--- config.mk ---
export PLATFORM = sky130hd
export DESIGN_NAME = stq_cell
export DESIGN_NICKNAME = d
export VERILOG_FILES = /design/src/hw/rtl/stq_pkg.sv /design/src/hw/rtl/stq_cell.sv
export SDC_FILE = /design/constraint.sdc
export NUM_CORES = 1
export LEC_CHECK = 0
export BUFFER_PORTS_ARGS = -buffer_cell sky130_fd_sc_hd__buf_2
export CORE_MARGIN = 4
export CORE_UTILIZATION = 40
export DETAILED_ROUTE_END_ITERATION = 7
export SYNTH_ARGS = -nofsm -noshare
export SYNTH_HDL_FRONTEND = slang
export SYNTH_SLANG_ARGS = --single-unit
--- constraint.sdc ---
create_clock -name clk -period 4.4 [get_ports clk]
set_input_delay 0.88 -clock clk [delete_from_list [all_inputs] [get_ports clk]]
set_output_delay 0.88 -clock clk [all_outputs]
set_load 0.1 [all_outputs]
--- src/hw/rtl/stq_pkg.sv ---
// Shared types and constants for the multi-slot timer queue.
// Used by stq_cell, stq_ctrl and the top level; depends on nothing.
`timescale 1ns / 1ps
`default_nettype none

package stq_pkg;

  // Fixed field widths of the request and result channels.
  localparam int SLOT_W     = 4;
  localparam int INTERVAL_W = 31;
  localparam int STATUS_W   = 3;
  localparam int STAMP_W    = 32;

  // At most this many slots fire on one tick.
  localparam int MAX_FIRE   = 16;
  localparam int FIRE_CNT_W = 4;

  // Request operation codes.
  typedef enum logic [1:0] {
    OP_TICK  = 2'd0,
    OP_START = 2'd1,
    OP_STOP  = 2'd2,
    OP_NONE  = 2'd3
  } op_t;

  // Status codes returned for start and stop.
  typedef enum logic [STATUS_W-1:0] {
    STAT_OK               = 3'd0,
    STAT_PERIODIC_RUNNING = 3'd1,
    STAT_NOT_STARTED      = 3'd2,
    STAT_ONESHOT_DONE     = 3'd3,
    STAT_ZERO_INTERVAL    = 3'd4
  } status_t;

  // Sequencer states.
  typedef enum logic [1:0] {
    S_IDLE,
    S_LOAD,
    S_SCAN,
    S_RESP
  } state_t;

  // Commands from the sequencer to every cell.
  typedef struct packed {
    logic load;   // latch elapsed time and clear the fired marks
    logic fire;   // fire the slot named by the fire index
    logic start;  // arm the addressed slot
    logic stop;   // disarm the addressed slot
  } cell_ctl_t;

  // Flags of the addressed slot, zero from cells that are not addressed.
  typedef struct packed {
    logic started;
    logic periodic;
    logic pending;
  } slot_flags_t;

endpackage

`default_nettype wire

--- src/hw/rtl/stq_cell.sv ---
// One timer slot of the chain: holds the slot schedule and compares its own
// candidate against the one handed in from the previous cell. Uses stq_pkg.
`timescale 1ns / 1ps
`default_nettype none

module stq_cell import stq_pkg::*; #(
  parameter int TIME_WIDTH = 32,
  parameter int IDX_W      = 4,
  parameter int CNT_W      = 5,
  parameter int CELL_IDX   = 0
) (
  input  wire logic                  clk,
  input  wire logic                  rst,
  input  wire cell_ctl_t             ctl,
  input  wire logic [SLOT_W-1:0]     slot,
  input  wire logic [INTERVAL_W-1:0] interval,
  input  wire logic                  periodic,
  input  wire logic [IDX_W-1:0]      fire_idx,
  input  wire logic [TIME_WIDTH-1:0] now_ms,
  input  wire logic [STAMP_W-1:0]    stamp_in,
  input  wire logic                  cand_in_valid,
  input  wire logic [TIME_WIDTH-1:0] cand_in_elapsed,
  input  wire logic [STAMP_W-1:0]    cand_in_stamp,
  input  wire logic [IDX_W-1:0]      cand_in_idx,
  input  wire logic [CNT_W-1:0]      cand_in_cnt,
  output logic                       cand_valid,
  output logic [TIME_WIDTH-1:0]      cand_elapsed,
  output logic [STAMP_W-1:0]         cand_stamp,
  output logic [IDX_W-1:0]           cand_idx,
  output logic [CNT_W-1:0]           cand_cnt,
  output slot_flags_t                flags
);

  logic                  pending;
  logic                  started;
  logic                  slot_periodic;
  logic                  fired;
  logic [TIME_WIDTH-1:0] deadline;
  logic [INTERVAL_W-1:0] slot_interval;
  logic [STAMP_W-1:0]    stamp;
  logic [TIME_WIDTH-1:0] elapsed;

  logic                  sel_slot;
  logic                  sel_fire;
  logic                  due;
  logic [STAMP_W-1:0]    stamp_diff;
  logic                  wins;

  // Address decode for start/stop and for firing.
  assign sel_slot = (32'(slot) == 32'(CELL_IDX));
  assign sel_fire = (fire_idx == IDX_W'(CELL_IDX));

  // Due when armed, not yet fired on this tick and the deadline is reached.
  assign due = pending && !fired && !elapsed[TIME_WIDTH-1];

  // Own slot wins over the incoming one when it is later past its deadline,
  // or equally late and started earlier. A full tie keeps the lower slot,
  // which is always the incoming one.
  assign stamp_diff = stamp - cand_in_stamp;
  assign wins = due && (!cand_in_valid || (elapsed > cand_in_elapsed) ||
                        ((elapsed == cand_in_elapsed) && stamp_diff[STAMP_W-1]));

  assign flags.started  = started & sel_slot;
  assign flags.periodic = slot_periodic & sel_slot;
  assign flags.pending  = pending & sel_slot;

  // Control flags of the slot.
  always_ff @(posedge clk) begin
    if (rst) begin
      pending       <= 1'b0;
      started       <= 1'b0;
      slot_periodic <= 1'b0;
      fired         <= 1'b0;
    end else begin
      if (ctl.load) begin
        fired <= 1'b0;
      end
      if (ctl.start && sel_slot) begin
        pending       <= 1'b1;
        started       <= 1'b1;
        slot_periodic <= periodic;
      end
      if (ctl.stop && sel_slot) begin
        pending <= 1'b0;
        started <= 1'b0;
      end
      if (ctl.fire && sel_fire) begin
        fired <= 1'b1;
        if (!slot_periodic) begin
          pending <= 1'b0;
        end
      end
    end
  end

  // Schedule payload; a periodic slot re-arms from its old deadline.
  always_ff @(posedge clk) begin
    if (ctl.load) begin
      elapsed <= now_ms - deadline;
    end
    if (ctl.start && sel_slot) begin
      slot_interval <= interval;
      stamp         <= stamp_in;
      deadline      <= now_ms + TIME_WIDTH'(interval);
    end
    if (ctl.fire && sel_fire && slot_periodic) begin
      deadline <= deadline + TIME_WIDTH'(slot_interval);
    end
  end

  // Candidate stage handed to the next cell.
  always_ff @(posedge clk) begin
    if (rst) begin
      cand_valid <= 1'b0;
      cand_cnt   <= '0;
    end else begin
      cand_valid <= cand_in_valid | due;
      cand_cnt   <= cand_in_cnt + CNT_W'(due);
    end
  end

  always_ff @(posedge clk) begin
    if (wins) begin
      cand_elapsed <= elapsed;
      cand_stamp   <= stamp;
      cand_idx     <= IDX_W'(CELL_IDX);
    end else begin
      cand_elapsed <= cand_in_elapsed;
      cand_stamp   <= cand_in_stamp;
      cand_idx     <= cand_in_idx;
    end
  end

  // A periodic slot that is still armed has not been stopped.
  a_periodic_started: assert property (@(posedge clk) disable iff (rst)
    (pending && slot_periodic) |-> started)
    else $error("armed periodic slot is not marked started");

endmodule

`default_nettype wire

**Word-level counts from Yosys, hierarchy flattened**

Index checks and enable logic that the tools add are counted.

- Input port bits: 184
- Register bits: 205
- Logic and storage cells: 52
- Output and inout bits: 77

- Mux-type cells: 10
- Reductions and logical operators: 18
- Equal/unequal tests: 1
- $lt $le $gt $ge: 1
- Bitwise operators: 4
- Add/subtract/negate cells: 5

Operator list:

| kind | count |
|---|---|
| 32-bit two-way mux | 4 |
| 32-bit by 31-bit adder with 32-bit output | 2 |
| 32-bit subtractor | 2 |
| 32-bit == test | 1 |
| 32-bit > comparator | 1 |
| 1-bit logical AND | 8 |
| 4-bit logical NOT | 2 |
| 1-bit two-way mux | 6 |
| 5-bit by 1-bit adder with 5-bit output | 1 |
| 2-bit nonzero test | 2 |
| 1-bit AND | 3 |
| 1-bit logical NOT | 3 |
| 1-bit logical OR | 2 |
| 2-bit OR reduction | 1 |
| 1-bit bitwise OR | 1 |

**Depth between registers and ports, before layout**

- Word-level depth: 6
- Depth in mapped cells: 14
- Gate-level depth less buffers: 13

**Least setup slack after synthesis**

Ideal clock, no wire load.

- Kind: input port to flip-flop
- From: input slot[1]
- To: register deadline[0], enable pin
- Data arrival time: 4.319 ns
- Buffers on the path: 1
- Data required time: 4.006 ns
- Cell stages on the path: 4
- Library setup time: 0.394 ns
- Path slack: -0.313 ns
- Path through: nor4_1 and2_1 clkbuf_1 nand2b_1

- Cells in the longest elaborated chain, start to end: 3

RTL lines:

| element | RTL line | source |
|---|---|---|
| start, declared | stq_cell.sv:15 | `input wire logic [SLOT_W-1:0] slot,` |
| 4-bit logical NOT | stq_cell.sv:50 | `assign sel_slot = (32'(slot) == 32'(CELL_IDX));` |
| 1-bit logical AND | stq_cell.sv:101 | `if (ctl.start && sel_slot) begin` |
| 2-bit nonzero test (no line) | - |  |
| end signal, assigned | stq_cell.sv:104 | `deadline <= now_ms + TIME_WIDTH'(interval);` |
| end signal, assigned | stq_cell.sv:107 | `deadline <= deadline + TIME_WIDTH'(slot_interval);` |
| end, declared | stq_cell.sv:38 | `logic [TIME_WIDTH-1:0] deadline;` |

No other way between the ends.
A chain may end at the register's enable or synchronous reset.

**Worst setup path in the final report**

- From: register deadline[0]
- To: register deadline[30] (data pin)

- Cells in the longest elaborated chain, start to end: 2

RTL lines:

| element | RTL line | source |
|---|---|---|
| 32-bit by 31-bit adder with 32-bit output | stq_cell.sv:107 |  |
| 32-bit two-way mux | stq_cell.sv:106 | `if (ctl.fire && sel_fire && slot_periodic) begin` |

No other way between the ends.

==> results.yml <==
status:
  outcome: "complete, no violations"
timing:
  slew_headroom: 0.511
  timing_worst_slew_pin_value_ps: 734
  finalMaxSlewViolations: 0
  clock_skew_ps: 21.6
  grt_setup_unrepaired: "no"
  tns_ps: 0
  setup-violations-final: 0
  final_min_period_over_clock_period: 0.775
  fmax_mhz: 293
  final.setup.worst_slack_ps: 992
  final_critical_delay_including_setup_and_external_delays_ps: 3410
  final_hold_violations: 0
grt:
  first_global_vias: 9793
  grt_first_pass_wirelength_um: 50800
  number_of_antenna_violations_at_the_first_check_in_global_routing: 1
  grt_max_degree: 61
  groute.usage.overall: 0.175
  overflow: 0
critical_path:
  slowest_delay_ps: 390
  path_max_fanout: 4
  timing_worst_setup_path_type: "register to register"
  crit_path_start_kind: "register"
  cell_chain_critical_path: "ha_1 -> inv_1 -> fa_1 -> nor2b_1 -> o31ai_1 -> a21oi_1 -> a32oi_1 -> o211ai_1 -> a41oi_2 -> nor2_1 -> a221oi_1 -> xor2_1 -> mux2i_1"
  cp_slowest_cell: "edfxtp_1"
  worst_setup_path_end_kind: "register"
  worst_ep_required_ps: 4640
  worstPathArrival_ps: 3650
cts:
  tritoncts: "built"
  post_cts_buffers: 0
  cts-buffers-inserted: 24
  cts-root-buf: "clkbuf_16"
  source_to_sink_clock_delay_at_the_later_pin_of_the_worst_skew_pair_ps: 520
  cts.htree.levels: 1
  cts_repair_resize_count: 0
  clock_sink_count: 205
  clk_transition_reported_paths_ps: 60
  cts.hold.buffers_added: 0
  maximum_buffer_depth_of_the_clock_tree: 3
synth:
  synth_largest_type_area_fraction: 0.294
  number_of_different_library_cells_in_the_post_synthesis_netlist: 72
  synth.avg_cell_area_sq_um: 10.6
  synthesis.yosys.warnings: 0
  post_synth_inst_count: 1226
  post_synth_main_area_contributors: "edfxtp_1, ha_1, dfxtp_1, a21oi_1, a21o_1"
  postSynthRegisterBits: 205
  synth.top_cells.by_count: "ha_1, edfxtp_1, inv_1, a21oi_1, dfxtp_1"
  synthMostInstantiatedCell: "ha_1"
  syn-num-nets: 1570
  total_standard_cell_area_after_synthesis_sq_um: 13000
  netlist.top_cell.by_area: "edfxtp_1"
  async_flop_share: 0
  postSynth.topFlopCell: "edfxtp_1"
  synth-seq-area-share: 0.414
  edff_count_synth: 127
floorplan:
  die_area_sq_um: 35400
  floorplan.initialDensity: 0.409
  design.core.area_sq_um: 31800
  floorplan.io_pins: 261
  fp.dieH_um: 188
  placementRows: 65
  die_w_um: 188
routing:
  postRouteWirelength_um: 32300
  first_iter_violations: 541
  wire_length_per_cell_after_detailed_routing_um: 16.5
  post-route-drc-count: 0
  final_antenna_net_count: 0
  num_vias: 9823
  viasPerCell: 5.03
  firstDrtPassIters: 4
final_layout:
  core_util_final: 0.489
  fin_nets: 1845
  antenna_cells: 0
  area.growth.synth_to_final_pct: 19.8
  layout_cell_share_with_drive_strength_beyond_1: 0.249
  num-fill-cells: 2995
  final_cells: 1954
placement:
  numPlacedInstances: 1910
  numPortBuffers: 260
  dp_slack_ps: 478
  dp_hpwl_um: 26000
  gp_routability_congestion: 0.848
worst_hold_path:
  hold_path.class: "register to register"
power_and_ir_drop:
  vdd_ir_drop_max_mv: 0.241
  p_leak_uw: 0.00737
  power.density_nw_per_um2: 341
flow_run:
  drv.max_cap_violation_count: 0
## per-stage QoR
stage | cell area (sq um) | total power (uW) | hold slack, ps
finish | 15600 | 5300 | 464
global route | 15600 | 5570 | 493
CTS | 15600 | 5370 | 469
detailed placement | 14800 | 3380 | 453
global placement | 14800 | 3360 | 445
floorplan | 13000 | 3070 | 432
## power breakdown
part           switching, uW  internal (uW)
clock                    784           1180
sequential              37.9           2150
combinational            733            411
## state kept, by name, indices dropped and copies added (netlist names), 4 cells and up
signal,cells
cand_stamp,32
cand_elapsed,32
deadline,32
cand_cnt,5
elapsed,32
cand_idx,4
slot_interval,31
stamp,32
## cells by family (layout without fill, tap and decap cells)
kind of cell / count (synthesis) / after routing / synth area share
AO/OA/AOI/OAI: 315 / 315 / 0.156
XOR/XNOR: 83 / 83 / 0.0560
adder cells (fa/ha/maj): 160 / 160 / 0.156
buffers and inverters: 134 / 427 / 0.0449
flip-flops: 205 / 205 / 0.414
multiplexers: 70 / 70 / 0.0688
AND/OR/NAND/NOR: 259 / 259 / 0.104
## cells in the final DEF, fill, tap and decap left out, types with 9 or more instances in the layout
| cell | instances |
|---|---|
| buf_2 | 260 |
| ha_1 | 157 |
| edfxtp_1 | 127 |
| inv_1 | 116 |
| a21oi_1 | 94 |
| dfxtp_1 | 78 |
| o21ai_0 | 70 |
| a21o_1 | 60 |
| nand2_1 | 56 |
| nor2_1 | 49 |
| xnor2_1 | 43 |
| xor2_1 | 40 |
| mux2_4 | 30 |
| mux2_2 | 28 |
| clkbuf_16 | 27 |
| nand2b_1 | 25 |
| nor2b_1 | 23 |
| nand3_1 | 21 |
| nand4_1 | 18 |
| o21a_1 | 14 |
| and3_1 | 13 |
| and2_1 | 10 |
| nor3_1 | 10 |
| o21ai_1 | 9 |
## final timing paths
kind                                       startpoint                endpoint  slack, ps  cells past startpoint
worst max-delay path            deadline[0]$_DFFE_PP_  deadline[30]$_DFFE_PP_        990                     13
worst min-delay path             started$_SDFFE_PP0P_    started$_SDFFE_PP0P_        460                      1
worst max register to register  deadline[0]$_DFFE_PP_  deadline[30]$_DFFE_PP_        990                     13
worst min register to register   started$_SDFFE_PP0P_    started$_SDFFE_PP0P_        460                      1
## critical path: cells and delay by family (launching register included)
kind | cells | cell delay, ps
AOI/OAI and AO/OA | 6 | 1730
xor gates and xnor gates | 1 | 200
adders and majority gates | 2 | 460
buffers and inverters | 1 | 70
DFF | 1 | 390
muxes | 1 | 80
and+or+nand+nor | 2 | 200
## per-layer routing
| metal | global-route usage | share of wire | vias to the layer above |
|---|---|---|---|
| met2 | 0.288 | 0.45 | 261 |
| met1 | 0.244 | 0.47 | 4483 |
| met4 | 0.0401 | 0.016 | 2 |
| met5 | 0 | 0.00037 | - |
| li1 | - | - | 5040 |
| met3 | 0.0289 | 0.062 | 37 |
## final cells by class
cell class	instances	area, sq um	area share
Sequential cell	205	5380	0.345
Clock buffer	36	719	0.0462
Clock inverter	8	62.6	0.00402
Multi-Input combinational cell	887	7050	0.453
Tap cell	435	544	0.0350
Timing Repair Buffer	267	1380	0.0886
Inverter	116	435	0.0280
Note: power is estimated with default switching activity, not from simulation.
