[config.mk]
export PLATFORM = sky130hd
export DESIGN_NAME = stq_ctrl
export DESIGN_NICKNAME = d
export VERILOG_FILES = /design/src/hw/rtl/stq_pkg.sv /design/src/hw/rtl/stq_ctrl.sv
export SDC_FILE = /design/constraint.sdc
export NUM_CORES = 1
export LEC_CHECK = 0
export BUFFER_PORTS_ARGS = -buffer_cell sky130_fd_sc_hd__buf_4
export CORE_MARGIN = 1.5
export CORE_UTILIZATION = 45
export CTS_BUF_LIST = sky130_fd_sc_hd__clkbuf_4 sky130_fd_sc_hd__clkbuf_8 sky130_fd_sc_hd__clkbuf_16
export DETAILED_ROUTE_END_ITERATION = 8
export MAX_ROUTING_LAYER = met4
export PLACE_DENSITY_LB_ADDON = 0.12
export SLEW_MARGIN = 10
export SYNTH_ARGS = -nofsm -noshare
export SYNTH_HDL_FRONTEND = slang
export SYNTH_SLANG_ARGS = --single-unit
[constraint.sdc]
create_clock -name clk -period 2.8 [get_ports clk]
set_input_delay 0.28 -clock clk [delete_from_list [all_inputs] [get_ports clk]]
set_output_delay 0.28 -clock clk [all_outputs]
set_load 0.005 [all_outputs]
[src/hw/rtl/stq_pkg.sv]
// Shared types and constants for the multi-slot timer queue.
// Used by stq_cell, stq_ctrl and the top level; depends on nothing.
`timescale 1ns / 1ps
`default_nettype none

package stq_pkg;

  // Fixed field widths of the request and result channels.
  localparam int SLOT_W     = 4;
  localparam int INTERVAL_W = 31;
  localparam int STATUS_W   = 3;
  localparam int STAMP_W    = 32;

  // At most this many slots fire on one tick.
  localparam int MAX_FIRE   = 16;
  localparam int FIRE_CNT_W = 4;

  // Request operation codes.
  typedef enum logic [1:0] {
    OP_TICK  = 2'd0,
    OP_START = 2'd1,
    OP_STOP  = 2'd2,
    OP_NONE  = 2'd3
  } op_t;

  // Status codes returned for start and stop.
  typedef enum logic [STATUS_W-1:0] {
    STAT_OK               = 3'd0,
    STAT_PERIODIC_RUNNING = 3'd1,
    STAT_NOT_STARTED      = 3'd2,
    STAT_ONESHOT_DONE     = 3'd3,
    STAT_ZERO_INTERVAL    = 3'd4
  } status_t;

  // Sequencer states.
  typedef enum logic [1:0] {
    S_IDLE,
    S_LOAD,
    S_SCAN,
    S_RESP
  } state_t;

  // Commands from the sequencer to every cell.
  typedef struct packed {
    logic load;   // latch elapsed time and clear the fired marks
    logic fire;   // fire the slot named by the fire index
    logic start;  // arm the addressed slot
    logic stop;   // disarm the addressed slot
  } cell_ctl_t;

  // Flags of the addressed slot, zero from cells that are not addressed.
  typedef struct packed {
    logic started;
    logic periodic;
    logic pending;
  } slot_flags_t;

endpackage

`default_nettype wire

[src/hw/rtl/stq_ctrl.sv]
// Sequencer of the timer queue: request capture, time and start counters,
// firing rounds over the cell chain and the result register. Uses stq_pkg.
`timescale 1ns / 1ps
`default_nettype none

module stq_ctrl import stq_pkg::*; #(
  parameter int NUM_SLOTS  = 16,
  parameter int TIME_WIDTH = 32,
  parameter int IDX_W      = 4,
  parameter int CNT_W      = 5
) (
  input  wire logic                  clk,
  input  wire logic                  rst,
  input  wire logic                  in_valid,
  output logic                       in_stall,
  input  wire logic [1:0]            operation,
  input  wire logic [SLOT_W-1:0]     slot,
  input  wire logic [INTERVAL_W-1:0] interval,
  input  wire logic                  periodic,
  input  wire slot_flags_t           flags,
  input  wire logic                  tail_valid,
  input  wire logic [IDX_W-1:0]      tail_idx,
  input  wire logic [CNT_W-1:0]      tail_cnt,
  output cell_ctl_t                  ctl,
  output logic [SLOT_W-1:0]          req_slot,
  output logic [INTERVAL_W-1:0]      req_interval,
  output logic                       req_periodic,
  output logic [IDX_W-1:0]           fire_idx,
  output logic [TIME_WIDTH-1:0]      now_ms,
  output logic [STAMP_W-1:0]         stamp_in,
  output logic                       out_valid,
  input  wire logic                  out_stall,
  output logic                       kind,
  output logic [SLOT_W-1:0]          fired_slot,
  output logic [STATUS_W-1:0]        status,
  output logic                       last
);

  state_t                state;
  state_t                state_next;
  op_t                   req_op;
  logic [STAMP_W-1:0]    next_stamp;
  logic [CNT_W-1:0]      scan_cnt;
  logic [CNT_W-1:0]      scan_cnt_next;
  logic [FIRE_CNT_W-1:0] fire_n;
  logic [FIRE_CNT_W-1:0] fire_n_next;

  logic                  capture;
  logic                  now_bump;
  logic                  stamp_bump;
  logic                  out_load;
  logic                  can_load;
  logic                  slot_ok;
  logic                  scan_done;
  logic                  kind_next;
  logic [SLOT_W-1:0]     fired_slot_next;
  status_t               status_next;
  logic                  last_next;

  assign can_load  = !out_valid || !out_stall;
  assign slot_ok   = (32'(req_slot) < 32'(NUM_SLOTS));
  assign scan_done = (scan_cnt == CNT_W'(NUM_SLOTS));
  assign stamp_in  = next_stamp + 32'd1;
  assign fire_idx  = tail_idx;

  // Next state, cell commands and result selection.
  always_comb begin
    state_next      = state;
    ctl             = '0;
    in_stall        = 1'b1;
    capture         = 1'b0;
    now_bump        = 1'b0;
    stamp_bump      = 1'b0;
    out_load        = 1'b0;
    kind_next       = 1'b0;
    fired_slot_next = req_slot;
    status_next     = STAT_OK;
    last_next       = 1'b1;
    scan_cnt_next   = scan_cnt;
    fire_n_next     = fire_n;
    unique case (state)
      S_IDLE: begin
        in_stall = 1'b0;
        if (in_valid) begin
          capture = 1'b1;
          unique case (op_t'(operation))
            OP_TICK: begin
              now_bump   = 1'b1;
              state_next = S_LOAD;
            end
            OP_START, OP_STOP: begin
              state_next = S_RESP;
            end
            OP_NONE: begin
              state_next = S_IDLE;
            end
          endcase
        end
      end
      S_LOAD: begin
        ctl.load      = 1'b1;
        scan_cnt_next = '0;
        fire_n_next   = '0;
        state_next    = S_SCAN;
      end
      S_SCAN: begin
        // The winner reaches the tail once the chain has been swept.
        if (!scan_done) begin
          scan_cnt_next = scan_cnt + CNT_W'(1);
        end else if (!tail_valid) begin
          state_next = S_IDLE;
        end else if (can_load) begin
          out_load        = 1'b1;
          kind_next       = 1'b1;
          fired_slot_next = SLOT_W'(tail_idx);
          last_next       = (tail_cnt == CNT_W'(1)) ||
                            (fire_n == FIRE_CNT_W'(MAX_FIRE - 1));
          ctl.fire        = 1'b1;
          fire_n_next     = fire_n + FIRE_CNT_W'(1);
          scan_cnt_next   = '0;
          if (last_next) begin
            state_next = S_IDLE;
          end
        end
      end
      S_RESP: begin
        if (can_load) begin
          out_load   = 1'b1;
          state_next = S_IDLE;
          if (req_op == OP_START) begin
            priority if (!slot_ok) begin
              status_next = STAT_NOT_STARTED;
            end else if (flags.started && flags.periodic) begin
              status_next = STAT_PERIODIC_RUNNING;
            end else if (req_interval == '0) begin
              status_next = STAT_ZERO_INTERVAL;
            end else begin
              status_next = STAT_OK;
              ctl.start   = 1'b1;
              stamp_bump  = 1'b1;
            end
          end else begin
            if (!slot_ok || !flags.started) begin
              status_next = STAT_NOT_STARTED;
            end else begin
              ctl.stop    = 1'b1;
              status_next = flags.pending ? STAT_OK : STAT_ONESHOT_DONE;
            end
          end
        end
      end
      default: begin
        state_next = S_IDLE;
      end
    endcase
  end

  // Control registers.
  always_ff @(posedge clk) begin
    if (rst) begin
      state      <= S_IDLE;
      now_ms     <= '0;
      next_stamp <= '0;
      scan_cnt   <= '0;
      fire_n     <= '0;
      out_valid  <= 1'b0;
    end else begin
      state    <= state_next;
      scan_cnt <= scan_cnt_next;
      fire_n   <= fire_n_next;
      if (now_bump) begin
        now_ms <= now_ms + TIME_WIDTH'(1);
      end
      if (stamp_bump) begin
        next_stamp <= stamp_in;
      end
      if (out_load) begin
        out_valid <= 1'b1;
      end else if (!out_stall) begin
        out_valid <= 1'b0;
      end
    end
  end

  // Captured request and result payload.
  always_ff @(posedge clk) begin
    if (capture) begin
      req_op       <= op_t'(operation);
      req_slot     <= slot;
      req_interval <= interval;
      req_periodic <= periodic;
    end
    if (out_load) begin
      kind       <= kind_next;
      fired_slot <= fired_slot_next;
      status     <= status_next;
      last       <= last_next;
    end
  end

  a_one_command: assert property (@(posedge clk) disable iff (rst)
    $onehot0({ctl.load, ctl.fire, ctl.start, ctl.stop}))
    else $error("more than one cell command at once");

  a_fire_has_room: assert property (@(posedge clk) disable iff (rst)
    ctl.fire |-> (tail_valid && !(out_valid && out_stall)))
    else $error("firing without a winner or without room for the result");

  a_no_empty_round: assert property (@(posedge clk) disable iff (rst)
    (state == S_SCAN && scan_done && !tail_valid) |-> (fire_n == '0))
    else $error("empty firing round after a result not marked last");

endmodule

`default_nettype wire
Yosys cells after proc, flatten, opt, wreduce, memory -nomap -nowiden

Cells that the tools add are included.

Reductions and logical operators: 15
Equality and inequality tests: 20
Mux-type cells: 48
$add $sub $neg: 4

Operators by type and width:

| kind                                                 | number |
|---|---|
| adder 32 x 1 -> 32 bit (second input constant)       | 2 |
| zero test 31 bit                                     | 1 |
| 2-to-1 mux 4 bit                                     | 7 |
| 2-to-1 mux 1 bit                                     | 20 |
| 2-to-1 mux 2 bit                                     | 10 |
| 2-to-1 mux 5 bit                                     | 3 |
| != test 3 bit (second input constant)                | 4 |
| != test 2 bit (second input constant)                | 5 |
| one-hot mux 5 bit (2 select lines)                   | 1 |
| 2-to-1 mux 3 bit                                     | 3 |
| equality test 2 bit (second input constant)          | 4 |
| one-hot mux 2 bit (4 select lines)                   | 1 |
| one-hot mux 4 bit (2 select lines)                   | 1 |
| AND reduction 4 bit                                  | 2 |
| equality test 2 x 1 -> 1 bit (second input constant) | 3 |
| one-hot mux 2 bit (3 select lines)                   | 1 |
| adder 5 x 1 -> 5 bit (second input constant)         | 1 |
| equality test 5 x 1 -> 1 bit (second input constant) | 1 |
| equality test 5 bit (second input constant)          | 1 |
| AND reduction 5 bit                                  | 1 |
| adder 4 x 1 -> 4 bit (second input constant)         | 1 |
| equality test 4 bit (second input constant)          | 1 |
| zero test 2 bit                                      | 2 |
| AND reduction 3 bit                                  | 1 |
| other kinds (8)                                      | 10 |

Word-level logic and storage cells: 101
Input bits: 55
Output and inout port bits: 119
Register bits after elaboration: 123

Longest topological paths before layout

Gate-level depths: netlist of the first run.

Depth in word-level cells: 7
Mapped depth: 9
Mapped depth without buffers: 8

Least setup slack after synthesis of the first run

Ideal clock, no wire load.

Path kind: register to register
Start point: register state[1]
End point: register req_interval[0] (enable)
Cell stages (with the launch flop): 4
Path buffers: 1
Arrival time: 2.421 ns
Library setup time: 0.433 ns
Required time: 2.367 ns
Slack: -0.054 ns
Clock period less this slack: 2.854 ns
Path through: dfxtp_1 -> clkbuf_1 -> or2_2 -> nor2_1

Word-level cells in the longest chain between the ends: 2

Ends and longest elaborated chain:

| what                   | line            | RTL |
|---|---|---|
| from (decl)            | stq_ctrl.sv:39  | `state_t state;` |
| from (signal assigned) | stq_ctrl.sv:168 | `state <= state_next;` |
| zero test 2 bit        | stq_ctrl.sv:81  | `unique case (state)` |
| 2-to-1 mux 1 bit       | stq_ctrl.sv:81  |  |
| named net capture      | stq_ctrl.sv:48  | `logic capture;` |
| to (signal assigned)   | stq_ctrl.sv:190 | `req_interval <= interval;` |
| to (decl)              | stq_ctrl.sv:26  | `output logic [INTERVAL_W-1:0] req_interval,` |

The timed path passes the listed nets, and every way through them passes these cells.
A chain may end at the register's enable or synchronous reset.

==> insert_results.sql, run 1 <==
INSERT INTO impl_metrics (metric_group, metric, value, unit) VALUES
('outcome', 'run_status', 'finished clean', ''),
('layout', 'layout_net_count', '823', ''),
('grt', 'wire_length_of_the_first_global_routing_pass', '21.8', 'mm'),
('sta', 'finalWorstPathRequiredPeriod', '2620', 'ps'),
('sta', 'hold_violations', '0', ''),
('worst_setup_path', 'wp_data_required', '2520', 'ps'),
('detailed_routing', 'antenna_left', '0', ''),
('floorplanning', 'design.die.area', '13400', 'sq um'),
('worst_setup_path', 'r2r.worst_path.cells', '5', ''),
('worst_setup_path', 'crit_path_frequent_cell', 'buf_4', ''),
('cts', 'tritoncts_clock_tree', 'built', ''),
('grt', 'globalRoute.totalOverflow', '0', ''),
('worst_setup_path', 'timing.critical_path.arrival', '2340', 'ps'),
('cts', 'cts_num_sinks', '123', ''),
('grt', 'largest_net_degree_at_the_start_of_global_routing', '83', ''),
('power', 'power_frac_clock', '48.2', '%'),
('worst_setup_path', 'endpoint_kind', 'output port', ''),
('floorplanning', 'die-height', '116', 'um'),
('worst_setup_path', 'critPathKind', 'register to output port', ''),
('placement', 'dp.final_hpwl', '9.73', 'mm'),
('placement', 'placedInstanceArea', '7180', 'sq um'),
('grt', 'grt_antenna_before_repair', '0', ''),
('detailed_routing', 'drc_errors', '0', ''),
('power', 'comb_power_share', '6.1', '%'),
('worst_setup_path', 'setup_slack_on_the_worst_flop_to_flop_path', '430', 'ps'),
('power', 'internal_power_summed_over_all_cells', '3.40', 'mW'),
('layout', 'final_core_util', '62.0', '%'),
('layout', 'n_antenna_cell', '0', ''),
('synth', 'synth_async_reset_ratio', '0', '%'),
('synth', 'synth-edff-count', '47', ''),
('synth', 'synth.ff_latch_count', '123', ''),
('worst_setup_path', 'worstSetupStartpointType', 'register', ''),
('worst_setup_path', 'wp_buf_inv', '3', ''),
('detailed_routing', 'first_iter_violations', '259', ''),
('job', 'maxCapViolCount', '0', ''),
('power', 'power.switching_fraction', '21.1', '%'),
('layout', 'layout-area-overhead-vs-synth', '35.7', '%'),
('cts', 'tritoncts.num_buffers', '17', ''),
('synth', 'syn_nets', '650', ''),
('worst_hold_path', 'timing.hold.worst.class', 'primary input to register', ''),
('layout', 'drive_above_1_share', '30.6', '%'),
('sta', 'fin_skew', '5.78', 'ps'),
('detailed_routing', 'detailedRoute.firstPassIterationCount', '4', ''),
('synth', 'synth-main-ff-cell', 'dfxtp_1', ''),
('grt', 'track_usage', '21.4', '%'),
('floorplanning', 'initial_utilization', '45.7', '%'),
('synth', 'synth_largest_area_cell', 'dfxtp_1', ''),
('cts', 'cts_post_setup_buffers_inserted', '0', ''),
('sta', 'layout_worst_path_cycle_share', '93.7', '%'),
('sta', 'slew_violations', '0', ''),
('synth', 'synth.yosys.seq_area_share', '51.2', '%'),
('detailed_routing', 'routed_wirelength', '13.6', 'mm'),
('cts', 'max-clock-path-buffers', '2', ''),
('cts', 'clock_insertion_delay_worst_skew', '410', 'ps'),
('synth', 'synth_largest_type_area_fraction', '26.6', '%'),
('synth', 'synth_area_leaders', 'dfxtp_1 (27%), edfxtp_1 (25%), xnor2_1 (5.0%), xor2_1 (4.4%), nor2_1 (3.9%)', ''),
('synth', 'syn_inst', '588', ''),
('detailed_routing', 'vias_per_cell', '5.22', ''),
('worst_setup_path', 'regToRegStartpoint', 'now_ms[7]$_SDFFE_PP0P_', ''),
('synth', 'number_of_warnings_printed_during_yosys_synthesis', '0', ''),
('sta', 'rsz0062_at_grt', 'false', ''),
('worst_setup_path', 'crit_start', 'req_interval[2]$_DFFE_PP_', ''),
('worst_setup_path', 'critical_path_slowest_stage_cell', 'nor4_1', ''),
('floorplanning', 'die_w', '116', 'um'),
('synth', 'ys_types', '51', ''),
('cts', 'clkSlewWorstSetupHoldPaths', '50', 'ps'),
('placement', 'number_of_instances_in_the_placed_design', '914', ''),
('sta', 'worstMarginPinSlew', '848', 'ps'),
('power', 'leakagePower', '3.09', 'nW'),
('sta', 'fmax', '381', 'MHz'),
('synth', 'synth.avg_cell_area', '9.74', 'sq um');
-- Yosys cell counts (6+ instances only) --
cell       n
nor2_1    60
o211ai_1   8
ha_1       7
nand4_1   18
o21ai_0   16
xor2_1    29
nor2b_1    6
nor3_1    11
nor4_1    17
a21oi_1   39
xnor2_1   33
nand3_1   26
inv_1     23
o31ai_1   11
edfxtp_1  47
and3_1     9
clkbuf_1  17
or3_1     12
buf_4      6
or4_1     15
dfxtp_1   76
nand2_1   51
-- metal layers --
metal  wire [um]  up-vias  track usage, %
met1        5820     2326            25.6
met4         294        0            9.27
met2        6810      132            34.4
li1            -     2459               -
met5           0        -               -
met3         704       22            5.07
-- cell type report --
type | instances | area (sq um) | share of cell area [%]
Sequential cell | 123 | 2930 | 37.8
Multi-Input combinational cell | 412 | 2590 | 33.4
Timing Repair Buffer | 183 | 1370 | 17.7
Clock buffer | 21 | 455 | 5.87
Tap cell | 172 | 215 | 2.77
Clock inverter | 11 | 105 | 1.35
Inverter | 24 | 90.1 | 1.16
-- logic make-up (layout without fill, tap and decap cells) --
kind of cell / count (synthesis) / count (layout) / share of synthesized area (%)
AO/OA/AOI/OAI: 91 / 91 / 10.1
XOR/XNOR: 62 / 62 / 9.49
adder cells (fa/ha/maj): 7 / 7 / 1.53
buffers and inverters: 53 / 239 / 3.96
flip-flops: 123 / 123 / 51.2
multiplexers: 2 / 2 / 0.393
AND/OR/NAND/NOR: 250 / 250 / 23.3
-- power groups by stage --
stage	logic [mW]	clock network [mW]	registers, mW
after floorplan	0.100	0	2.00
after global placement	0.259	0	2.00
after detailed placement	0.263	0	2.01
after CTS	0.264	2.11	1.97
after global routing	0.285	2.18	1.97
final	0.261	2.07	1.97
-- registers in the layout, summed over array words and instances (netlist names) --
name,flops
status,3
req_op,2
req_slot,4
req_interval,31
kind,1
state,2
fired_slot,4
now_ms,32
req_periodic,1
next_stamp,32
fire_n,4
scan_cnt,5
out_valid,1
last,1
-- how the worst min path moves through the flow --
stage            startpoint                    endpoint  slack, ps  cells after the start
2_1_floorplan   interval[0]   req_interval[0]$_DFFE_PP_        380                      0
3_3_place_gp       periodic      req_periodic$_DFFE_PP_        460                      1
3_5_place_dp   interval[16]  req_interval[16]$_DFFE_PP_        460                      1
4_1_cts        interval[20]  req_interval[20]$_DFFE_PP_         20                      1
5_1_grt        interval[19]  req_interval[19]$_DFFE_PP_         20                      1
6_report       interval[14]  req_interval[14]$_DFFE_PP_         40                      1
-- metrics by stage --
step | total power [mW] | worst slack, ps | hold WS [ps]
CTS | 4.34 | 4.84 | 23.7
global route | 4.44 | 31.5 | 24.0
global placement | 2.26 | 528 | 458
detailed placement | 2.27 | 444 | 459
finish | 4.30 | 176 | 40.8
floorplan | 2.10 | 578 | 379
-- worst register-to-register path, cell delays in order, from the launching register on --
cell and delay [ps]:
dfxtp_1 430, nand4_2 200, or3_1 620, or4_1 600, or3_1 310, a21oi_1 130
-- repair_timing --
item / 4_1_cts / 5_1_grt
endpoints found under the setup margin: 0 / 9
resized for setup: 0 / 5
hold buffers: 0 / 0
-- layout by cell type (no fill, tap or decap), drive strengths merged, types with 3 or more instances in the layout --
cell    count
ha          7
nor2b       6
inv        23
a21oi      39
dfxtp      76
or4        15
or3        12
and3        9
o211ai      8
clkinv      9
buf       183
a31o        4
xor2       29
and2        3
nor3       11
o21ai      17
clkbuf     21
edfxtp     47
nand2      52
nor4       21
nand4      19
nor2       60
o31ai      11
a21o        4
xnor2      33
or2         4
nand3      26
Note: power is estimated with default switching activity, not from simulation.
==> inputs of run 2 (changes only) <==
clock period = 3.01 ns   (was 2.8 ns; I/O delays follow)
==> run 2 against run 1 <==
Against the previous run: non-clock buffer count did not move; global-route usage fell by 0.53 points; sequential power decreased by 7%; total power fell by 6.9%; critical path type unchanged; highest routed layer unchanged.
==> insert_results.sql, run 2 (synthesized netlist as in run 1, its figures left out) <==
INSERT INTO impl_metrics (metric_group, metric, value, unit) VALUES
('outcome', 'run_status', 'finished clean', ''),
('detailed_routing', 'route.vias.total', '4862', ''),
('detailed_routing', 'first_iter_violations', '266', ''),
('worst_setup_path', 'crit_start', 'next_stamp[0]$_SDFFE_PP0P_', ''),
('cts', 'cts_num_sinks', '123', ''),
('placement', 'place_congestion', '0.787', ''),
('worst_setup_path', 'critPathKind', 'register to output port', ''),
('sta', 'finalSetupViolCount', '0', ''),
('worst_setup_path', 'cp_top_family', 'simple AND/OR/NAND/NOR gates', ''),
('power', 'sequentialPowerShare', '45.6', '%'),
('grt', 'wire_length_of_the_first_global_routing_pass', '21.1', 'mm'),
('power', 'power.switching_fraction', '23.4', '%'),
('grt', 'grt_pass1_vias', '4467', ''),
('cts', 'clkSlewWorstSetupHoldPaths', '60', 'ps'),
('cts', 'max-clock-path-buffers', '2', ''),
('cts', 'cts_hold_repair.buffers', '0', ''),
('cts', 'cts-htree-levels', '4', ''),
('floorplanning', 'initial_utilization', '45.7', '%'),
('sta', 'slew_headroom', '43.1', '%'),
('worst_setup_path', 'regToRegStartpoint', 'now_ms[6]$_SDFFE_PP0P_', ''),
('floorplanning', 'die_w', '116', 'um'),
('worst_setup_path', 'critical-path-max-stage-delay', '430', 'ps'),
('worst_setup_path', 'wp_buf_inv', '2', ''),
('detailed_routing', 'wl_met2', '6.86', 'mm'),
('detailed_routing', 'met1_length', '5.82', 'mm'),
('layout', 'layout.cell_area.non_filler', '7750', 'sq um'),
('job', 'maxCapViolCount', '0', ''),
('detailed_routing', 'routed.top_layer', 'met4', ''),
('placement', 'placedInstanceArea', '7180', 'sq um'),
('detailed_routing', 'drc_errors', '0', ''),
('floorplanning', 'die-height', '116', 'um'),
('worst_setup_path', 'worstSetupStartpointType', 'register', ''),
('power', 'irDropWorstVdd', '0.000325', 'V'),
('sta', 'rsz0062_at_grt', 'false', ''),
('layout', 'layout.cells.most_common_list', 'buf_4 (183), dfxtp_1 (76), nor2_1 (59)', ''),
('worst_hold_path', 'worstHoldStart', 'slot[1]', ''),
('placement', 'dp_worst_setup_slack', '659', 'ps'),
('layout', 'layout_commonest_cell', 'buf_4', ''),
('sta', 'fmax', '368', 'MHz'),
('sta', 'hold_violations', '0', ''),
('placement', 'port_buffers', '173', ''),
('cts', 'clock_root_cell', 'clkbuf_16', ''),
('worst_setup_path', 'endpoint_kind', 'output port', ''),
('layout', 'largest_registers', 'next_stamp: 32 flops, now_ms: 32 flops, req_interval: 31 flops', ''),
('layout', 'drive_above_1_share', '30.2', '%'),
('power', 'power_frac_clock', '48.3', '%'),
('power', 'internal_power_summed_over_all_cells', '3.07', 'mW'),
('sta', 'layout_worst_path_cycle_share', '90.2', '%'),
('layout', 'n_antenna_cell', '0', ''),
('placement', 'dp.final_hpwl', '9.49', 'mm'),
('power', 'power_density', '517', 'nW/um^2'),
('layout', 'layout-area-overhead-vs-synth', '35.5', '%'),
('layout', 'stdcell_count', '946', ''),
('floorplanning', 'top_level_ports', '174', ''),
('sta', 'worstMarginPinSlew', '854', 'ps'),
('grt', 'largest_net_degree_at_the_start_of_global_routing', '83', ''),
('power', 'leakagePower', '3.06', 'nW'),
('power', 'comb_power_share', '6.1', '%'),
('power', 'total_switching_power', '0.937', 'mW'),
('detailed_routing', 'antenna_left', '0', ''),
('worst_setup_path', 'timing.critical_path.fanout_max', '9', ''),
('layout', 'fillCellCount', '1097', ''),
('sta', 'fin_skew', '10.7', 'ps'),
('worst_setup_path', 'wp_data_required', '2710', 'ps'),
('worst_setup_path', 'critical_path_slowest_stage_cell', 'dfxtp_1', ''),
('sta', 'finalWorstPathRequiredPeriod', '2710', 'ps'),
('floorplanning', 'design.die.area', '13400', 'sq um'),
('detailed_routing', 'detailedRoute.firstPassIterationCount', '4', ''),
('placement', 'number_of_instances_in_the_placed_design', '914', ''),
('grt', 'track_usage', '20.8', '%'),
('layout', 'layout_net_count', '823', ''),
('worst_setup_path', 'crit_chain', 'ha_1 > nand3_2 > nor4_2 > buf_4 > nand2_1 > nor2_1 > xor2_1 > buf_4', ''),
('cts', 'tritoncts.num_buffers', '17', ''),
('detailed_routing', 'post_drt_wl_per_cell', '14.1', 'um'),
('grt', 'grt_antenna_before_repair', '0', ''),
('sta', 'minimum_setup_slack_in_the_final_design', '296', 'ps'),
('floorplanning', 'core_area', '12500', 'sq um'),
('detailed_routing', 'routed_wirelength', '13.4', 'mm'),
('sta', 'setup-tns-final', '0', 'ps'),
('worst_hold_path', 'timing.hold.worst.class', 'primary input to register', ''),
('worst_setup_path', 'crit_path_frequent_cell', 'buf_4', ''),
('cts', 'clock_insertion_delay_worst_skew', '410', 'ps'),
('worst_setup_path', 'timing.critical_path.arrival', '2410', 'ps'),
('grt', 'globalRoute.totalOverflow', '0', ''),
('cts', 'tritoncts_clock_tree', 'built', ''),
('detailed_routing', 'met3_wirelength', '513', 'um'),
('detailed_routing', 'vias_per_cell', '5.14', ''),
('floorplanning', 'std_cell_rows', '41', ''),
('sta', 'slew_violations', '0', '');
## run 2: cell count changes in the layout (fill, tap and decap cells not counted), moves of 4 or more
cell / before / now
clkinv_2: 6 / 0
clkinv_4: 0 / 4
clkbuf_4: 4 / 0
inv_6: 0 / 6
## run 2: power groups by stage
stage / Combinational (mW) / Clock, mW / Sequential (mW)
2_1_floorplan: 0.0923 / 0 / 1.86
3_3_place_gp: 0.242 / 0 / 1.86
3_5_place_dp: 0.247 / 0 / 1.86
4_1_cts: 0.248 / 1.97 / 1.83
5_1_grt: 0.267 / 2.06 / 1.83
6_report: 0.244 / 1.93 / 1.83
## run 2: worst reg2reg max path, cell delays in order, from the launching register on
cell	delay, ps
dfxtp_1	440
nand4_2	180
or3_1	610
or4_1	590
or3_1	320
a21oi_1	140
## run 2: through the flow
stage	util, %	power (mW)	hold WS (ps)
after floorplan	-	1.95	400
after global placement	57.4	2.10	460
after detailed placement	57.4	2.11	478
after CTS	61.9	4.04	43.4
after global routing	62.0	4.16	34.0
final	62.0	4.01	64.6
## run 2: cell type report
type / instances / area, sq um / share of cell area [%]
sequential: 123 / 2930 / 37.8
clock inverter: 15 / 140 / 1.81
clock buffer: 17 / 425 / 5.49
tap: 172 / 215 / 2.78
multi-input combinational: 412 / 2580 / 33.2
inverter: 24 / 90.1 / 1.16
timing repair buffer: 183 / 1370 / 17.7
## run 2: final timing paths
kind	to	slack [ps]	cells past startpoint
worst max register to register	now_ms[28]$_SDFFE_PP0P_	660	5
worst min register to register	next_stamp[19]$_SDFFE_PP0P_	490	2
worst min-delay path	req_slot[1]$_DFFE_PP_	60	1
worst max-delay path	stamp_in[24]	300	8
## run 2: timing repair
action	CTS	global route
resized for setup	0	1
setup endpoints to repair	0	1
buffers inserted	0	0
## run 2: routing by layer
layer | track usage, % | up-vias
met3 | 5.18 | 14
met5 | - | -
met1 | 24.6 | 2278
met2 | 34.0 | 105
li1 | - | 2465
met4 | 8.70 | 0
==> inputs of run 3 (changes only) <==
--- a/config.mk
+++ b/config.mk
@@ -8,3 +8,2 @@
 export BUFFER_PORTS_ARGS = -buffer_cell sky130_fd_sc_hd__buf_4
-export CORE_MARGIN = 1.5
 export CORE_UTILIZATION = 45
--- a/constraint.sdc
+++ b/constraint.sdc
@@ -3,2 +3,2 @@
 set_output_delay 0.301 -clock clk [all_outputs]
-set_load 0.005 [all_outputs]
+set_load 0.02 [all_outputs]
==> run 3 against run 2 <==
Against the previous run: cell count is 0.42% lower; critical path depth stayed put; utilization is 2.4 points higher; largest power group unchanged; critical path type unchanged.
==> insert_results.sql, run 3 (synthesized netlist as in run 1, its figures left out) <==
INSERT INTO impl_metrics (metric_group, metric, value, unit) VALUES
('outcome', 'run_status', 'finished clean', ''),
('cts', 'max-clock-path-buffers', '2', ''),
('sta', 'layout_worst_path_cycle_share', '92.1', '%'),
('worst_setup_path', 'crit_start', 'next_stamp[0]$_SDFFE_PP0P_', ''),
('placement', 'port_buffers', '173', ''),
('cts', 'clkSlewWorstSetupHoldPaths', '50', 'ps'),
('worst_setup_path', 'crit-reg2reg-capture', 'now_ms[28]$_SDFFE_PP0P_', ''),
('detailed_routing', 'antenna_left', '0', ''),
('cts', 'cts_num_sinks', '123', ''),
('worst_setup_path', 'critical-path-max-stage-delay', '410', 'ps'),
('sta', 'worstMarginPinSlew', '844', 'ps'),
('worst_setup_path', 'timing.critical_path.arrival', '2470', 'ps'),
('worst_setup_path', 'endpoint_kind', 'output port', ''),
('layout', 'drive_above_1_share', '30.5', '%'),
('floorplanning', 'top_level_ports', '174', ''),
('power', 'power_density', '561', 'nW/um^2'),
('cts', 'cts-htree-levels', '4', ''),
('layout', 'final_core_util', '64.4', '%'),
('detailed_routing', 'first_iter_violations', '233', ''),
('worst_setup_path', 'critPathKind', 'register to output port', ''),
('cts', 'tritoncts.num_buffers', '17', ''),
('placement', 'number_of_instances_in_the_placed_design', '910', ''),
('worst_setup_path', 'critical_path_slowest_stage_cell', 'dfxtp_1', ''),
('floorplanning', 'design.die.area', '13200', 'sq um'),
('sta', 'finalWorstPathRequiredPeriod', '2770', 'ps'),
('worst_hold_path', 'timing.hold.worst.class', 'primary input to register', ''),
('layout', 'n_antenna_cell', '0', ''),
('sta', 'setup-tns-final', '0', 'ps'),
('worst_setup_path', 'crit_path_frequent_cell', 'buf_4', ''),
('placement', 'dp.final_hpwl', '9.43', 'mm'),
('layout', 'stdcell_count', '942', ''),
('cts', 'tritoncts_clock_tree', 'built', ''),
('grt', 'track_usage', '22.1', '%'),
('detailed_routing', 'detailedRoute.firstPassIterationCount', '4', ''),
('detailed_routing', 'drc_errors', '0', ''),
('grt', 'wire_length_of_the_first_global_routing_pass', '22.1', 'mm'),
('worst_hold_path', 'min_delay_worst_endpoint', 'req_interval[19]$_DFFE_PP_', ''),
('sta', 'slew_violations', '0', ''),
('detailed_routing', 'vias_per_cell', '5.25', ''),
('sta', 'rsz0062_at_grt', 'false', ''),
('placement', 'place_congestion', '0.803', ''),
('power', 'total_power', '4.42', 'mW'),
('grt', 'globalRoute.totalOverflow', '0', ''),
('grt', 'grt_antenna_before_repair', '0', ''),
('floorplanning', 'std_cell_rows', '40', ''),
('sta', 'hold_violations', '0', ''),
('floorplanning', 'die-height', '115', 'um'),
('placement', 'placedInstanceArea', '7180', 'sq um'),
('worst_setup_path', 'r2r.worst_path.cells', '5', ''),
('layout', 'multi_input_comb_area', '2580', 'sq um'),
('layout', 'largest_registers', 'next_stamp: 32 flops, now_ms: 32 flops, req_interval: 31 flops', ''),
('layout', 'layout.cells.most_common_list', 'buf_4 (183), dfxtp_1 (76), nor2_1 (59)', ''),
('floorplanning', 'core_area', '12200', 'sq um'),
('detailed_routing', 'route.vias.total', '4950', ''),
('layout', 'layout.cell_area.non_filler', '7860', 'sq um'),
('worst_setup_path', 'timing.critical_path.fanout_max', '9', ''),
('worst_hold_path', 'worstHoldStart', 'interval[19]', ''),
('power', 'leakagePower', '3.13', 'nW'),
('layout', 'regArea', '2930', 'sq um'),
('grt', 'grt_pass1_vias', '4640', ''),
('layout', 'layout_net_count', '823', ''),
('cts', 'cts_hold_repair.buffers', '0', ''),
('worst_setup_path', 'worstSetupStartpointType', 'register', ''),
('power', 'irDropWorstVdd', '0.000414', 'V'),
('floorplanning', 'die_w', '115', 'um'),
('sta', 'fmax', '361', 'MHz'),
('sta', 'fin_skew', '10.9', 'ps'),
('worst_setup_path', 'crit_chain', 'ha_1 > nand3_2 > nor4_2 > buf_4 > nand2_1 > nor2_1 > xor2_1 > buf_4', ''),
('sta', 'slew_headroom', '43.8', '%'),
('cts', 'clock_root_cell', 'clkbuf_16', ''),
('detailed_routing', 'post_drt_wl_per_cell', '14.3', 'um'),
('grt', 'largest_net_degree_at_the_start_of_global_routing', '83', ''),
('sta', 'finalSetupViolCount', '0', ''),
('detailed_routing', 'routed_wirelength', '13.4', 'mm'),
('worst_hold_path', 'min_path_cells', '1', ''),
('layout', 'layout-area-overhead-vs-synth', '37.4', '%'),
('job', 'maxCapViolCount', '0', ''),
('floorplanning', 'initial_utilization', '46.9', '%'),
('worst_setup_path', 'wp_data_required', '2710', 'ps'),
('worst_setup_path', 'regToRegStartpoint', 'now_ms[6]$_SDFFE_PP0P_', ''),
('layout', 'layout_commonest_cell', 'buf_4', ''),
('worst_setup_path', 'setup_slack_on_the_worst_flop_to_flop_path', '640', 'ps'),
('cts', 'clock_insertion_delay_worst_skew', '410', 'ps'),
('layout', 'fillCellCount', '1055', '');
-- run 3: changes by cell type in the layout (fill, tap and decap cells not counted) --
cell,change
clkinv_1,-2
inv_6,-6
clkbuf_16,+2
clkinv_2,+1
bufinv_16,+3
clkbuf_4,+5
clkinvlp_4,-2
clkinv_4,-4
clkbuf_8,+3
-- run 3: timing repair --
| item | in CTS | in global routing |
|---|---|---|
| setup endpoints to repair | 0 | 3 |
| resized for setup | 0 | 1 |
| setup buffers | 0 | 0 |
-- run 3: per-stage QoR --
stage / hold WS (ps) / worst slack, ps
finish: 65.9 / 237
floorplan: 400 / 94.9
global placement: 458 / 734
CTS: 45.3 / 130
global route: 41.8 / 40.6
detailed placement: 476 / 577
-- run 3: worst max-delay path, delay by kind of cell, from the launching register on --
kind | cells | cell delay, ps
and+or+nand+nor | 4 | 830
DFF | 1 | 410
buffers and inverters | 2 | 370
adders and majority gates | 1 | 280
xor gates and xnor gates | 1 | 190
-- run 3: metal layers --
layer | wire (um) | up-vias | GRT usage (%)
li1 | - | 2460 | -
met1 | 5820 | 2351 | 26.0
met2 | 6720 | 122 | 36.0
met3 | 705 | 17 | 6.27
met4 | 195 | 0 | 8.14
met5 | 0 | - | -
-- run 3: power by group --
group	internal, mW	switching, mW	total (mW)
clock	1.60	0.689	2.29
sequential	1.80	0.0343	1.83
combinational	0.131	0.170	0.301
total	3.52	0.893	4.42
-- run 3: area by class of cell --
| class | instances | share of cell area [%] |
|---|---|---|
| Clock buffer | 27 | 7.05 |
| Tap cell | 168 | 2.67 |
| Multi-Input combinational cell | 412 | 32.8 |
| Clock inverter | 5 | 1.59 |
| Timing Repair Buffer | 183 | 17.5 |
| Inverter | 24 | 1.15 |
| Sequential cell | 123 | 37.3 |
-- run 3: worst max path at each step --
stage                                      to  slack (ps)  cells past startpoint
floorplan           req_interval[0]$_DFFE_PP_          90                      3
global placement      now_ms[28]$_SDFFE_PP0P_         730                      8
detailed placement               stamp_in[24]         580                      8
CTS                              stamp_in[24]         130                      8
global route                     stamp_in[24]          40                      8
finish                           stamp_in[24]         240                      8
